`config.mk`:
```
export PLATFORM = sky130hd
export DESIGN_NAME = proximity_window_average_detector
export DESIGN_NICKNAME = d
export VERILOG_FILES = /design/src/hw/rtl/pwad_pkg.sv /design/src/hw/rtl/proximity_window_average_detector.sv /design/src/hw/rtl/pwad_front.sv /design/src/hw/rtl/pwad_back.sv
export SDC_FILE = /design/constraint.sdc
export NUM_CORES = 2
export LEC_CHECK = 0
export BUFFER_PORTS_ARGS = -buffer_cell sky130_fd_sc_hd__buf_4
export CORE_AREA = 2 2 431 540
export CTS_CLUSTER_DIAMETER = 30
export CTS_CLUSTER_SIZE = 12
export DETAILED_ROUTE_END_ITERATION = 7
export DIE_AREA = 0 0 433 542
export REMOVE_ABC_BUFFERS = 1
export SYNTH_ARGS = -nofsm -noshare
export SYNTH_HDL_FRONTEND = slang
export SYNTH_SLANG_ARGS = --single-unit
```
`constraint.sdc`:
```
create_clock -name clk -period 12.2 [get_ports clk]
set_clock_uncertainty 0.15 [all_clocks]
set_input_delay 1.22 -clock clk [delete_from_list [all_inputs] [get_ports clk]]
set_output_delay 1.22 -clock clk [all_outputs]
set_load 0.01 [all_outputs]
```
`src/hw/rtl/pwad_pkg.sv`:
```
// Package for the proximity window average detector.
// Field widths, register indexes, request kinds and engine states.
// No dependencies.
package pwad_pkg;

	localparam int CH_W       = 3;
	localparam int SAMPLE_W   = 8;
	localparam int HOLD_W     = 10;
	localparam int REP_W      = 7;
	localparam int THR_W      = 4;
	localparam int FREF_W     = 6;
	localparam int REF_W      = 8;
	localparam int CAL_W      = 8;
	localparam int CFG_IDX_W  = 3;
	localparam int CFG_DATA_W = 10;

	localparam int QDEPTH = 4;
	localparam int QPTR_W = 2;
	localparam int QCNT_W = 3;

	localparam logic [CFG_IDX_W-1:0] REG_HOLD_TIME     = 3'd0;
	localparam logic [CFG_IDX_W-1:0] REG_REPEAT_COUNT  = 3'd1;
	localparam logic [CFG_IDX_W-1:0] REG_THRESHOLD     = 3'd2;
	localparam logic [CFG_IDX_W-1:0] REG_FIXED_REF     = 3'd3;
	localparam logic [CFG_IDX_W-1:0] REG_REF_CHANNEL   = 3'd4;

	localparam logic [HOLD_W-1:0] HOLD_TIME_RST = 10'd400;
	localparam logic [REP_W-1:0]  REPEAT_RST    = 7'd1;
	localparam logic [THR_W-1:0]  THRESHOLD_RST = 4'd2;

	localparam logic [CAL_W-1:0]        CAL_MIN     = 8'd50;
	localparam logic [FREF_W-1:0]       FREF_LIMIT  = 6'd50;
	localparam logic signed [REF_W-1:0] DELTA_LIMIT = 8'sd10;

	localparam logic REQ_RESTART = 1'b1;

	typedef enum logic {
		K_SAMPLE,
		K_RESTART
	} kind_t;

	typedef struct packed {
		kind_t               kind;
		logic                ch_ok;
		logic [CH_W-1:0]     channel;
		logic [SAMPLE_W-1:0] edge_count;
	} item_t;

	typedef enum logic [2:0] {
		BE_IDLE,
		BE_SUM,
		BE_MUL,
		BE_FIX,
		BE_DECIDE
	} be_state_t;

endpackage

```
`src/hw/rtl/proximity_window_average_detector.sv`:
```
// Each word passes through states SUM and DECIDE with a power-of-two WINDOW, else SUM, MUL,
// FIX and DECIDE. The next word is popped only when the last commits; this is set by the
// ring memory read-modify-write and the shared reference updated at the end of each word.
// A 4-word queue lets the input side keep accepting while the result side stalls.
// Reset: asynchronous; clears control, per-channel sums, positions and counters, and
// the reference. The ring memory is not swept; a slot reads as zero until its ring wraps.
module proximity_window_average_detector #(
	parameter int CHANNELS = 8,
	parameter int WINDOW   = 32
) (
	input  logic                               clk,
	input  logic                               arst_n,
	input  logic                               sample_valid,
	output logic                               sample_stall,
	input  logic                               req_type,
	input  logic [pwad_pkg::CH_W-1:0]          channel,
	input  logic [pwad_pkg::SAMPLE_W-1:0]      edge_count,
	input  logic                               cfg_valid,
	output logic                               cfg_ready,
	input  logic [pwad_pkg::CFG_IDX_W-1:0]     cfg_index,
	input  logic [pwad_pkg::CFG_DATA_W-1:0]    cfg_data,
	output logic                               result_valid,
	input  logic                               result_stall,
	output logic [pwad_pkg::CH_W-1:0]          out_channel,
	output logic [pwad_pkg::SAMPLE_W-1:0]      average,
	output logic [pwad_pkg::HOLD_W-1:0]        hold_level,
	output logic                               detected,
	output logic                               running,
	output logic [pwad_pkg::REF_W-1:0]         reference_level
);
	import pwad_pkg::*;

	logic  q_valid;
	logic  q_pop;
	item_t q_item;

	pwad_front #(
		.CHANNELS(CHANNELS)
	) u_front (
		.clk         (clk),
		.arst_n      (arst_n),
		.sample_valid(sample_valid),
		.sample_stall(sample_stall),
		.req_type    (req_type),
		.channel     (channel),
		.edge_count  (edge_count),
		.q_pop       (q_pop),
		.q_valid     (q_valid),
		.q_item      (q_item)
	);

	pwad_back #(
		.CHANNELS(CHANNELS),
		.WINDOW  (WINDOW)
	) u_back (
		.clk            (clk),
		.arst_n         (arst_n),
		.q_valid        (q_valid),
		.q_item         (q_item),
		.q_pop          (q_pop),
		.cfg_valid      (cfg_valid),
		.cfg_ready      (cfg_ready),
		.cfg_index      (cfg_index),
		.cfg_data       (cfg_data),
		.result_valid   (result_valid),
		.result_stall   (result_stall),
		.out_channel    (out_channel),
		.average        (average),
		.hold_level     (hold_level),
		.detected       (detected),
		.running        (running),
		.reference_level(reference_level)
	);

	a_stall_means_queued: assert property (@(posedge clk) disable iff (!arst_n)
		sample_stall |-> q_valid)
		else $error("input stalled with empty queue");

	a_pop_needs_word: assert property (@(posedge clk) disable iff (!arst_n)
		q_pop |-> q_valid)
		else $error("queue popped while empty");

	a_detect_hold: assert property (@(posedge clk) disable iff (!arst_n)
		result_valid |-> (detected == (hold_level != '0)))
		else $error("detected does not match hold level");

	a_running_ref: assert property (@(posedge clk) disable iff (!arst_n)
		result_valid |-> (running == (reference_level != '0)))
		else $error("running does not match reference level");

endmodule

```
`src/hw/rtl/pwad_front.sv`:
```
// Front end: accepts words, classifies them and queues them for the engine.
// Depends on pwad_pkg.
module pwad_front #(
	parameter int CHANNELS = 8
) (
	input  logic                               clk,
	input  logic                               arst_n,
	input  logic                               sample_valid,
	output logic                               sample_stall,
	input  logic                               req_type,
	input  logic [pwad_pkg::CH_W-1:0]          channel,
	input  logic [pwad_pkg::SAMPLE_W-1:0]      edge_count,
	input  logic                               q_pop,
	output logic                               q_valid,
	output pwad_pkg::item_t                    q_item
);
	import pwad_pkg::*;

	item_t             fifo_q [QDEPTH];
	logic [QPTR_W-1:0] wr_ptr_q;
	logic [QPTR_W-1:0] rd_ptr_q;
	logic [QCNT_W-1:0] cnt_q;
	item_t             in_item;
	logic              push;
	logic              pop;

	assign sample_stall = (cnt_q == QCNT_W'(QDEPTH));
	assign q_valid      = (cnt_q != '0);
	assign q_item       = fifo_q[rd_ptr_q];
	assign push         = sample_valid && !sample_stall;
	assign pop          = q_pop && q_valid;

	always_comb begin
		in_item.kind       = (req_type == REQ_RESTART) ? K_RESTART : K_SAMPLE;
		in_item.ch_ok      = (32'(channel) < CHANNELS);
		in_item.channel    = channel;
		in_item.edge_count = edge_count;
	end

	always_ff @(posedge clk) begin
		if (push) begin
			fifo_q[wr_ptr_q] <= in_item;
		end
	end

	always_ff @(posedge clk or negedge arst_n) begin
		if (!arst_n) begin
			wr_ptr_q <= '0;
			rd_ptr_q <= '0;
			cnt_q    <= '0;
		end else begin
			if (push) begin
				wr_ptr_q <= wr_ptr_q + 1'b1;
			end
			if (pop) begin
				rd_ptr_q <= rd_ptr_q + 1'b1;
			end
			if (push && !pop) begin
				cnt_q <= cnt_q + 1'b1;
			end else if (pop && !push) begin
				cnt_q <= cnt_q - 1'b1;
			end
		end
	end

endmodule

```
`src/hw/rtl/pwad_back.sv`:
```
// Back end: ring memory, window sums, averaging, detection and result register.
// Holds the configuration registers and the shared reference.
// Depends on pwad_pkg.
module pwad_back #(
	parameter int CHANNELS = 8,
	parameter int WINDOW   = 32
) (
	input  logic                               clk,
	input  logic                               arst_n,
	input  logic                               q_valid,
	input  pwad_pkg::item_t                    q_item,
	output logic                               q_pop,
	input  logic                               cfg_valid,
	output logic                               cfg_ready,
	input  logic [pwad_pkg::CFG_IDX_W-1:0]     cfg_index,
	input  logic [pwad_pkg::CFG_DATA_W-1:0]    cfg_data,
	output logic                               result_valid,
	input  logic                               result_stall,
	output logic [pwad_pkg::CH_W-1:0]          out_channel,
	output logic [pwad_pkg::SAMPLE_W-1:0]      average,
	output logic [pwad_pkg::HOLD_W-1:0]        hold_level,
	output logic                               detected,
	output logic                               running,
	output logic [pwad_pkg::REF_W-1:0]         reference_level
);
	import pwad_pkg::*;

	localparam int   CIDX_W    = (CHANNELS > 1) ? $clog2(CHANNELS) : 1;
	localparam int   POS_W     = $clog2(WINDOW);
	localparam int   ADDR_W    = CIDX_W + POS_W;
	localparam int   MEM_DEPTH = CHANNELS << POS_W;
	localparam int   SUM_W     = SAMPLE_W + POS_W;
	localparam int   NUM_W     = SUM_W + 1;
	localparam int   HALF      = WINDOW / 2;
	localparam logic IS_POW2   = ((WINDOW & (WINDOW - 1)) == 0);

	be_state_t            state_q;
	be_state_t            state_nxt;

	logic [SAMPLE_W-1:0]  ring_mem [MEM_DEPTH];
	logic [POS_W-1:0]     pos_q    [CHANNELS];
	logic                 full_q   [CHANNELS];
	logic [SUM_W-1:0]     sum_q    [CHANNELS];
	logic [REP_W-1:0]     hit_q    [CHANNELS];
	logic [HOLD_W-1:0]    hold_q   [CHANNELS];
	logic [REF_W-1:0]     ref_q;
	logic [CAL_W-1:0]     cal_q;
	logic [HOLD_W-1:0]    hold_time_q;
	logic [REP_W-1:0]     repeat_q;
	logic [THR_W-1:0]     thr_q;
	logic [CH_W-1:0]      refch_q;

	item_t                item_s1;
	logic [SAMPLE_W-1:0]  rd_s1;
	logic                 full_s1;
	logic [NUM_W-1:0]     num_s2;
	logic [SAMPLE_W-1:0]  avg;

	logic                 res_valid_q;
	logic [CH_W-1:0]      res_ch_q;
	logic [SAMPLE_W-1:0]  res_avg_q;
	logic [HOLD_W-1:0]    res_hold_q;
	logic [REF_W-1:0]     res_ref_q;

	logic [CIDX_W-1:0]    pop_cidx;
	logic [ADDR_W-1:0]    rd_addr;
	logic [CIDX_W-1:0]    cidx;
	logic [ADDR_W-1:0]    wr_addr;
	logic                 is_sample;
	logic [SAMPLE_W-1:0]  old_sample;
	logic [NUM_W-1:0]     sum_upd;
	logic [SUM_W-1:0]     sum_cur;
	logic                 out_free;
	logic                 commit;

	logic [HOLD_W-1:0]    hold_cur;
	logic [HOLD_W-1:0]    hold_dec;
	logic [REP_W-1:0]     hit_cnt;
	logic signed [REF_W-1:0] delta;
	logic [CAL_W-1:0]     cal_inc;
	logic [REF_W-1:0]     ref_nxt;
	logic [CAL_W-1:0]     cal_nxt;
	logic [CH_W-1:0]      refch_nxt;
	logic [REP_W-1:0]     hit_nxt;
	logic [HOLD_W-1:0]    hold_nxt;
	logic [SAMPLE_W-1:0]  avg_res;
	logic [HOLD_W-1:0]    hold_res;
	logic                 upd_ch;
	logic [FREF_W-1:0]    fref;

	assign cfg_ready = 1'b1;

	assign pop_cidx = CIDX_W'(q_item.channel);
	assign rd_addr  = {pop_cidx, pos_q[pop_cidx]};
	assign cidx     = CIDX_W'(item_s1.channel);
	assign wr_addr  = {cidx, pos_q[cidx]};

	assign is_sample  = (item_s1.kind == K_SAMPLE) && item_s1.ch_ok;
	assign old_sample = full_s1 ? rd_s1 : '0;
	assign sum_upd    = NUM_W'(sum_q[cidx]) + NUM_W'(item_s1.edge_count) - NUM_W'(old_sample);
	assign sum_cur    = is_sample ? SUM_W'(sum_upd) : sum_q[cidx];

	assign out_free = !res_valid_q || !result_stall;
	assign commit   = (state_q == BE_DECIDE) && out_free;
	assign q_pop    = q_valid && ((state_q == BE_IDLE) || commit);

	// divide the rounded sum by the window length
	generate
		if (IS_POW2) begin : g_shift
			assign avg = num_s2[POS_W +: SAMPLE_W];
		end else begin : g_recip
			localparam int K      = NUM_W;
			localparam int PROD_W = 2 * NUM_W;
			localparam int RECIP  = (2 ** K) / WINDOW;

			logic [PROD_W-1:0]   prod_s3;
			logic [SAMPLE_W-1:0] avg_s4;
			logic [SAMPLE_W-1:0] q_est;
			logic [NUM_W-1:0]    rem;

			assign q_est = prod_s3[K +: SAMPLE_W];
			assign rem   = num_s2 - NUM_W'(32'(q_est) * WINDOW);
			assign avg   = avg_s4;

			always_ff @(posedge clk) begin
				if (state_q == BE_MUL) begin
					prod_s3 <= PROD_W'(num_s2) * PROD_W'(NUM_W'(RECIP));
				end
				if (state_q == BE_FIX) begin
					avg_s4 <= (rem >= NUM_W'(WINDOW)) ? q_est + 1'b1 : q_est;
				end
			end
		end
	endgenerate

	always_comb begin
		state_nxt = state_q;
		case (state_q)
			BE_IDLE: begin
				if (q_valid) begin
					state_nxt = BE_SUM;
				end
			end
			BE_SUM: begin
				state_nxt = IS_POW2 ? BE_DECIDE : BE_MUL;
			end
			BE_MUL: begin
				state_nxt = BE_FIX;
			end
			BE_FIX: begin
				state_nxt = BE_DECIDE;
			end
			BE_DECIDE: begin
				if (out_free) begin
					state_nxt = q_valid ? BE_SUM : BE_IDLE;
				end
			end
			default: begin
				state_nxt = BE_IDLE;
			end
		endcase
	end

	assign hold_cur = hold_q[cidx];
	assign hold_dec = (hold_cur != '0) ? hold_cur - 1'b1 : hold_cur;
	assign hit_cnt  = hit_q[cidx];
	assign delta    = $signed(ref_q - avg);
	assign cal_inc  = cal_q + 1'b1;

	always_comb begin
		ref_nxt   = ref_q;
		cal_nxt   = cal_q;
		refch_nxt = refch_q;
		hit_nxt   = hit_cnt;
		hold_nxt  = hold_cur;
		avg_res   = avg;
		hold_res  = hold_cur;
		upd_ch    = 1'b0;
		if (item_s1.kind == K_RESTART) begin
			ref_nxt   = '0;
			cal_nxt   = '0;
			refch_nxt = item_s1.channel;
			if (!item_s1.ch_ok) begin
				avg_res  = '0;
				hold_res = '0;
			end
		end else if (!item_s1.ch_ok) begin
			avg_res  = '0;
			hold_res = '0;
		end else begin
			upd_ch   = 1'b1;
			hold_nxt = hold_dec;
			if (ref_q == '0) begin
				if (item_s1.channel == refch_q) begin
					cal_nxt = cal_inc;
					if (cal_inc > CAL_MIN) begin
						ref_nxt = avg;
					end
				end
			end else begin
				if (delta < $signed({4'b0000, thr_q})) begin
					hit_nxt = '0;
				end else if (hit_cnt < repeat_q) begin
					hit_nxt = hit_cnt + 1'b1;
				end
				if ((hit_cnt == repeat_q) && (delta < DELTA_LIMIT)) begin
					hold_nxt = hold_time_q;
				end
			end
			hold_res = hold_nxt;
		end
	end

	assign fref = cfg_data[FREF_W-1:0];

	always_ff @(posedge clk) begin
		if (state_q == BE_SUM && is_sample) begin
			ring_mem[wr_addr] <= item_s1.edge_count;
		end
		if (q_pop) begin
			rd_s1 <= ring_mem[rd_addr];
		end
	end

	always_ff @(posedge clk) begin
		if (q_pop) begin
			item_s1 <= q_item;
			full_s1 <= full_q[pop_cidx];
		end
		if (state_q == BE_SUM) begin
			num_s2 <= NUM_W'(sum_cur) + NUM_W'(HALF);
		end
		if (commit) begin
			res_ch_q   <= item_s1.channel;
			res_avg_q  <= avg_res;
			res_hold_q <= hold_res;
			res_ref_q  <= ref_nxt;
		end
	end

	always_ff @(posedge clk or negedge arst_n) begin
		if (!arst_n) begin
			state_q     <= BE_IDLE;
			res_valid_q <= 1'b0;
			ref_q       <= '0;
			cal_q       <= '0;
			hold_time_q <= HOLD_TIME_RST;
			repeat_q    <= REPEAT_RST;
			thr_q       <= THRESHOLD_RST;
			refch_q     <= '0;
			for (int i = 0; i < CHANNELS; i++) begin
				pos_q[i]  <= '0;
				full_q[i] <= 1'b0;
				sum_q[i]  <= '0;
				hit_q[i]  <= '0;
				hold_q[i] <= '0;
			end
		end else begin
			state_q <= state_nxt;
			if (commit) begin
				res_valid_q <= 1'b1;
			end else if (!result_stall) begin
				res_valid_q <= 1'b0;
			end
			if (state_q == BE_SUM && is_sample) begin
				sum_q[cidx] <= sum_cur;
				if (pos_q[cidx] == POS_W'(WINDOW - 1)) begin
					pos_q[cidx]  <= '0;
					full_q[cidx] <= 1'b1;
				end else begin
					pos_q[cidx] <= pos_q[cidx] + 1'b1;
				end
			end
			if (commit) begin
				ref_q   <= ref_nxt;
				cal_q   <= cal_nxt;
				refch_q <= refch_nxt;
				if (upd_ch) begin
					hit_q[cidx]  <= hit_nxt;
					hold_q[cidx] <= hold_nxt;
				end
			end
			if (cfg_valid) begin
				case (cfg_index)
					REG_HOLD_TIME: begin
						hold_time_q <= cfg_data[HOLD_W-1:0];
					end
					REG_REPEAT_COUNT: begin
						repeat_q <= cfg_data[REP_W-1:0];
					end
					REG_THRESHOLD: begin
						thr_q <= cfg_data[THR_W-1:0];
					end
					REG_FIXED_REF: begin
						if (fref == '0) begin
							ref_q <= '0;
							cal_q <= '0;
						end else if (fref < FREF_LIMIT) begin
							ref_q <= REF_W'(fref);
						end
					end
					REG_REF_CHANNEL: begin
						refch_q <= cfg_data[CH_W-1:0];
					end
					default: begin
					end
				endcase
			end
		end
	end

	assign result_valid    = res_valid_q;
	assign out_channel     = res_ch_q;
	assign average         = res_avg_q;
	assign hold_level      = res_hold_q;
	assign detected        = (res_hold_q != '0);
	assign running         = (res_ref_q != '0);
	assign reference_level = res_ref_q;

endmodule
```
==> impl_results.md <==
- Status: complete, but fails checks
- Failing checks: max-capacitance violations, max-slew violations
- Routability cong.: between 0.8 and 0.9
- DR top layer: met5
- # resized after CTS: 0
- #FFs+latches synth: between 2000 and 2500
- Pins Over Slew Limit: 2
- Met2 routed WL: about 150 mm
- Synth async-reset ratio: between 10% and 20%
- CTS buffer count: ~430
- Syn_area_per_cell: around 13 µm²
- Die height: about 540 µm
- Synth-to-layout area growth: 17.3%
- Post-DRT Antenna Nets: 0
- Worst endpoint required time: 12670 ps
- Slew Limit Headroom: -1.60%
- Crit path max fanout: around 120
- Largest net degree at the start of global routing: between 150 and 200
- Synthesis Warnings: 0
- Antenna violations before repair: 22
- DRT iter0 DRCs: approximately 7900
- DRC errors left: 0
- Setup CP Type: flip-flop to flip-flop
- CTS Hold Bufs: 0
- Critical path launch point type: flip-flop
- 1st-pass router iterations: 8
- WL final: just over 300 mm
- Vias in the first global route: between 60000 and 70000
- R2R depth: 14
- Crit path time final: between 7000 and 8000 ps
- Core area: between 200000 and 250000 µm²
- Cells after synthesis: just over 8000
- CP Capture Type: flip-flop
- Final Hold Viols: 0
- Placed cells: approximately 11000
- Overall routing resource usage: between 20% and 30%
- Clock Latency Late Sink: between 800 and 900 ps
- Clk slew on worst S/H paths: 50 ps
- Number of synthesized flops with an enable pin: about 2200
- Final period util: about 62%
- Seq/Total Area, Yosys: 71.1%
- Die width: ~430 µm
- Share of cells above drive strength 1: a little over an eighth
- Synthesized cell area: ~100000 µm²
- Vias/cell: between 5 and 6
- Max Cap Viol: 1
- Die area: 235000 µm²
- CTS tree: yes
- Worst Tran Pin Value: about 1500 ps
- # nets final: approximately 8200
- H-Tree Level Count: 5
- Met3 WL: roughly 24 mm
- Clock sinks: 2493
- Post-DR wirelength/cell: 26.4 µm
- Final setup vio count: 0
- DPL Wire Length: around 180 mm
- WL met1: around 120 mm
- Non-filler instance count after layout: around 12000
- CTS Root Cell: clkbuf_16
- Max Fclk: about 0.13 GHz
- Unrepaired setup endpoints after global routing: false
- First-pass GRT wire length: around 450 mm
- Port bufs: just over 60
- Final Core Density: approximately 53%
- Num rows: between 150 and 200
- Post-CTS Setup Inserts: 0
- CTS Buffer Depth: 4
- IO Pins: 64
- Synth Flop Type: edfxtp_1
- Distinct cells, synth: 84
- Initial Util: 44.9%
- Hold WC Path Type: primary input to async pin
- Total gr overflow: 0
- WP data arrival: about 8100 ps
- DR vias: 68415
-- per-stage QoR --
stage / TNS (ps) / hold slack [ps] / setup slack [ps] / instance area (µm²)
floorplan: -41940 / 288 / -5880 / 100000
global placement: 0 / 303 / 4740 / 106000
detailed placement: 0 / 308 / 4690 / 106000
CTS: 0 / 216 / 4710 / 121000
global route: 0 / 261 / 4400 / 121000
finish: 0 / 226 / 4620 / 121000
-- final timing paths --
| path | start | to | slack [ps] |
|---|---|---|---|
| max reg2reg | u_front.rd_ptr_q[0]$_DFFE_PN0P_ | u_back.rd_s1[4]$_DFFE_PP_ | 4620 |
| min in group clk | u_back.full_q[6]$_DFFE_PN0P_ | u_back.full_q[6]$_DFFE_PN0P_ | 320 |
| max | u_front.rd_ptr_q[0]$_DFFE_PN0P_ | u_back.rd_s1[4]$_DFFE_PP_ | 4620 |
| min | arst_n | u_back.hold_time_q[5]$_DFFE_PN0P_ | 230 |
| min reg2reg | u_back.full_q[6]$_DFFE_PN0P_ | u_back.full_q[6]$_DFFE_PN0P_ | 320 |
| max in group asynchronous | arst_n | u_back.hold_q[5]$_DFFE_PN0P_ | 9140 |
-- routing by layer --
layer,vias up,global-route usage (%)
li1,30114,-
met1,34411,32.7
met2,3200,42.2
met3,678,4.33
met4,12,12.8
met5,-,0
-- cell type report --
type	count	area (µm²)
timing repair buffer	205	1790
fill	19038	109000
sequential	2493	73200
clock buffer	490	11100
multi-input combinational	4944	27100
clock inverter	285	3400
inverter	71	269
tap	3084	3860
antenna	23	57.6
-- worst max-delay path: stages (launching register included) --
cell and delay [ps]:
dfrtp_1 930, mux4_2 770, and2_4 320, a22oi_4 190, buf_4 430, buf_4 490, and2_4 630, buf_12 490
buf_4 640, nand3_1 160, a32o_1 300, a221oi_1 400, o22ai_1 190, o31a_1 350, or4_1 530
-- state kept, by name (all words and copies together) (netlist names), 8 cells and up --
register / count
u_back.num_s2: 8
u_back.average: 8
u_back.reference_level: 8
u_back.hit_q: 56
u_back.item_s1: 9
u_back.hold_q: 80
u_back.cal_q: 8
u_front.fifo_q: 48
u_back.hold_level: 10
u_back.hold_time_q: 10
u_back.ref_q: 8
u_back.pos_q: 40
u_back.sum_q: 104
u_back.rd_s1: 8
u_back.full_q: 8
u_back.ring_mem: 2048
-- Yosys cell counts (all sizes together), types with 5 or more instances --
cell	count	share of area (%)
a32o	40	0.39
o21a	12	0.088
a221oi	55	0.55
o31ai	9	0.066
mux4	19	0.42
nand2b	13	0.079
or4	10	0.073
o311ai	10	0.085
a311oi	135	1.1
nor4	9	0.055
nand4	16	0.097
dfrtp	334	8.1
nor3	34	0.17
a32oi	48	0.41
xor2	11	0.094
nor2b	16	0.11
mux2	164	1.8
dfstp	5	0.13
a22o	15	0.13
and2	25	0.15
and4	14	0.12
o31a	21	0.18
clkbuf	257	0.94
and3	277	1.7
edfxtp	2154	63
fa	10	0.19
ha	45	0.55
o21bai	9	0.066
nand3	638	3.1
a22oi	83	0.64
or3	17	0.10
nor2	336	1.2
buf	307	1.6
o21ai	195	0.96
inv	71	0.26
xnor2	24	0.20
nor3b	10	0.073
a221o	5	0.049
a211oi	100	0.73
mux2i	37	0.37
o22ai	35	0.21
nand2	2091	7.6
a21oi	72	0.35
a31oi	250	1.5
-- logic make-up (layout without fill, tap and decap cells) --
group / after synthesis / in the layout / synth area share, %
simple gates: 3513 / 3513 / 14.7
flops: 2493 / 2493 / 71.1
xor+xnor: 35 / 35 / 0.298
other cells: 1 / 24 / 0.00364
fa+ha+maj: 56 / 56 / 0.751
compound gates: 1119 / 1119 / 7.77
buf+inv: 635 / 1051 / 2.79
mux: 220 / 220 / 2.59
-- cell usage in the layout, fill, tap and decap left out, types with 17 or more instances in the layout --
cell type	n
clkbuf_16	431
inv_6	37
ha_1	45
a311oi_1	135
a32o_1	40
buf_12	20
nand3_1	622
a211oi_1	100
nand2_1	2089
a21oi_1	72
or3_1	17
a31oi_1	250
xnor2_1	24
clkinv_1	44
a221oi_1	43
o31a_1	21
diode_2	23
buf_4	183
and3_1	276
nor2_1	317
o22ai_1	35
nor3_1	31
a32oi_1	48
mux2_2	163
inv_1	69
edfxtp_1	2154
clkbuf_1	48
and2_1	22
a22oi_1	80
clkinv_4	32
bufinv_16	59
o21ai_0	192
mux4_2	19
dfrtp_1	334
mux2i_1	36
clkinvlp_4	49
clkinv_2	52
Power is left out: the tool's default activity adds up to more than one toggle a clock period on the data nets, which glitch-free logic cannot reach.
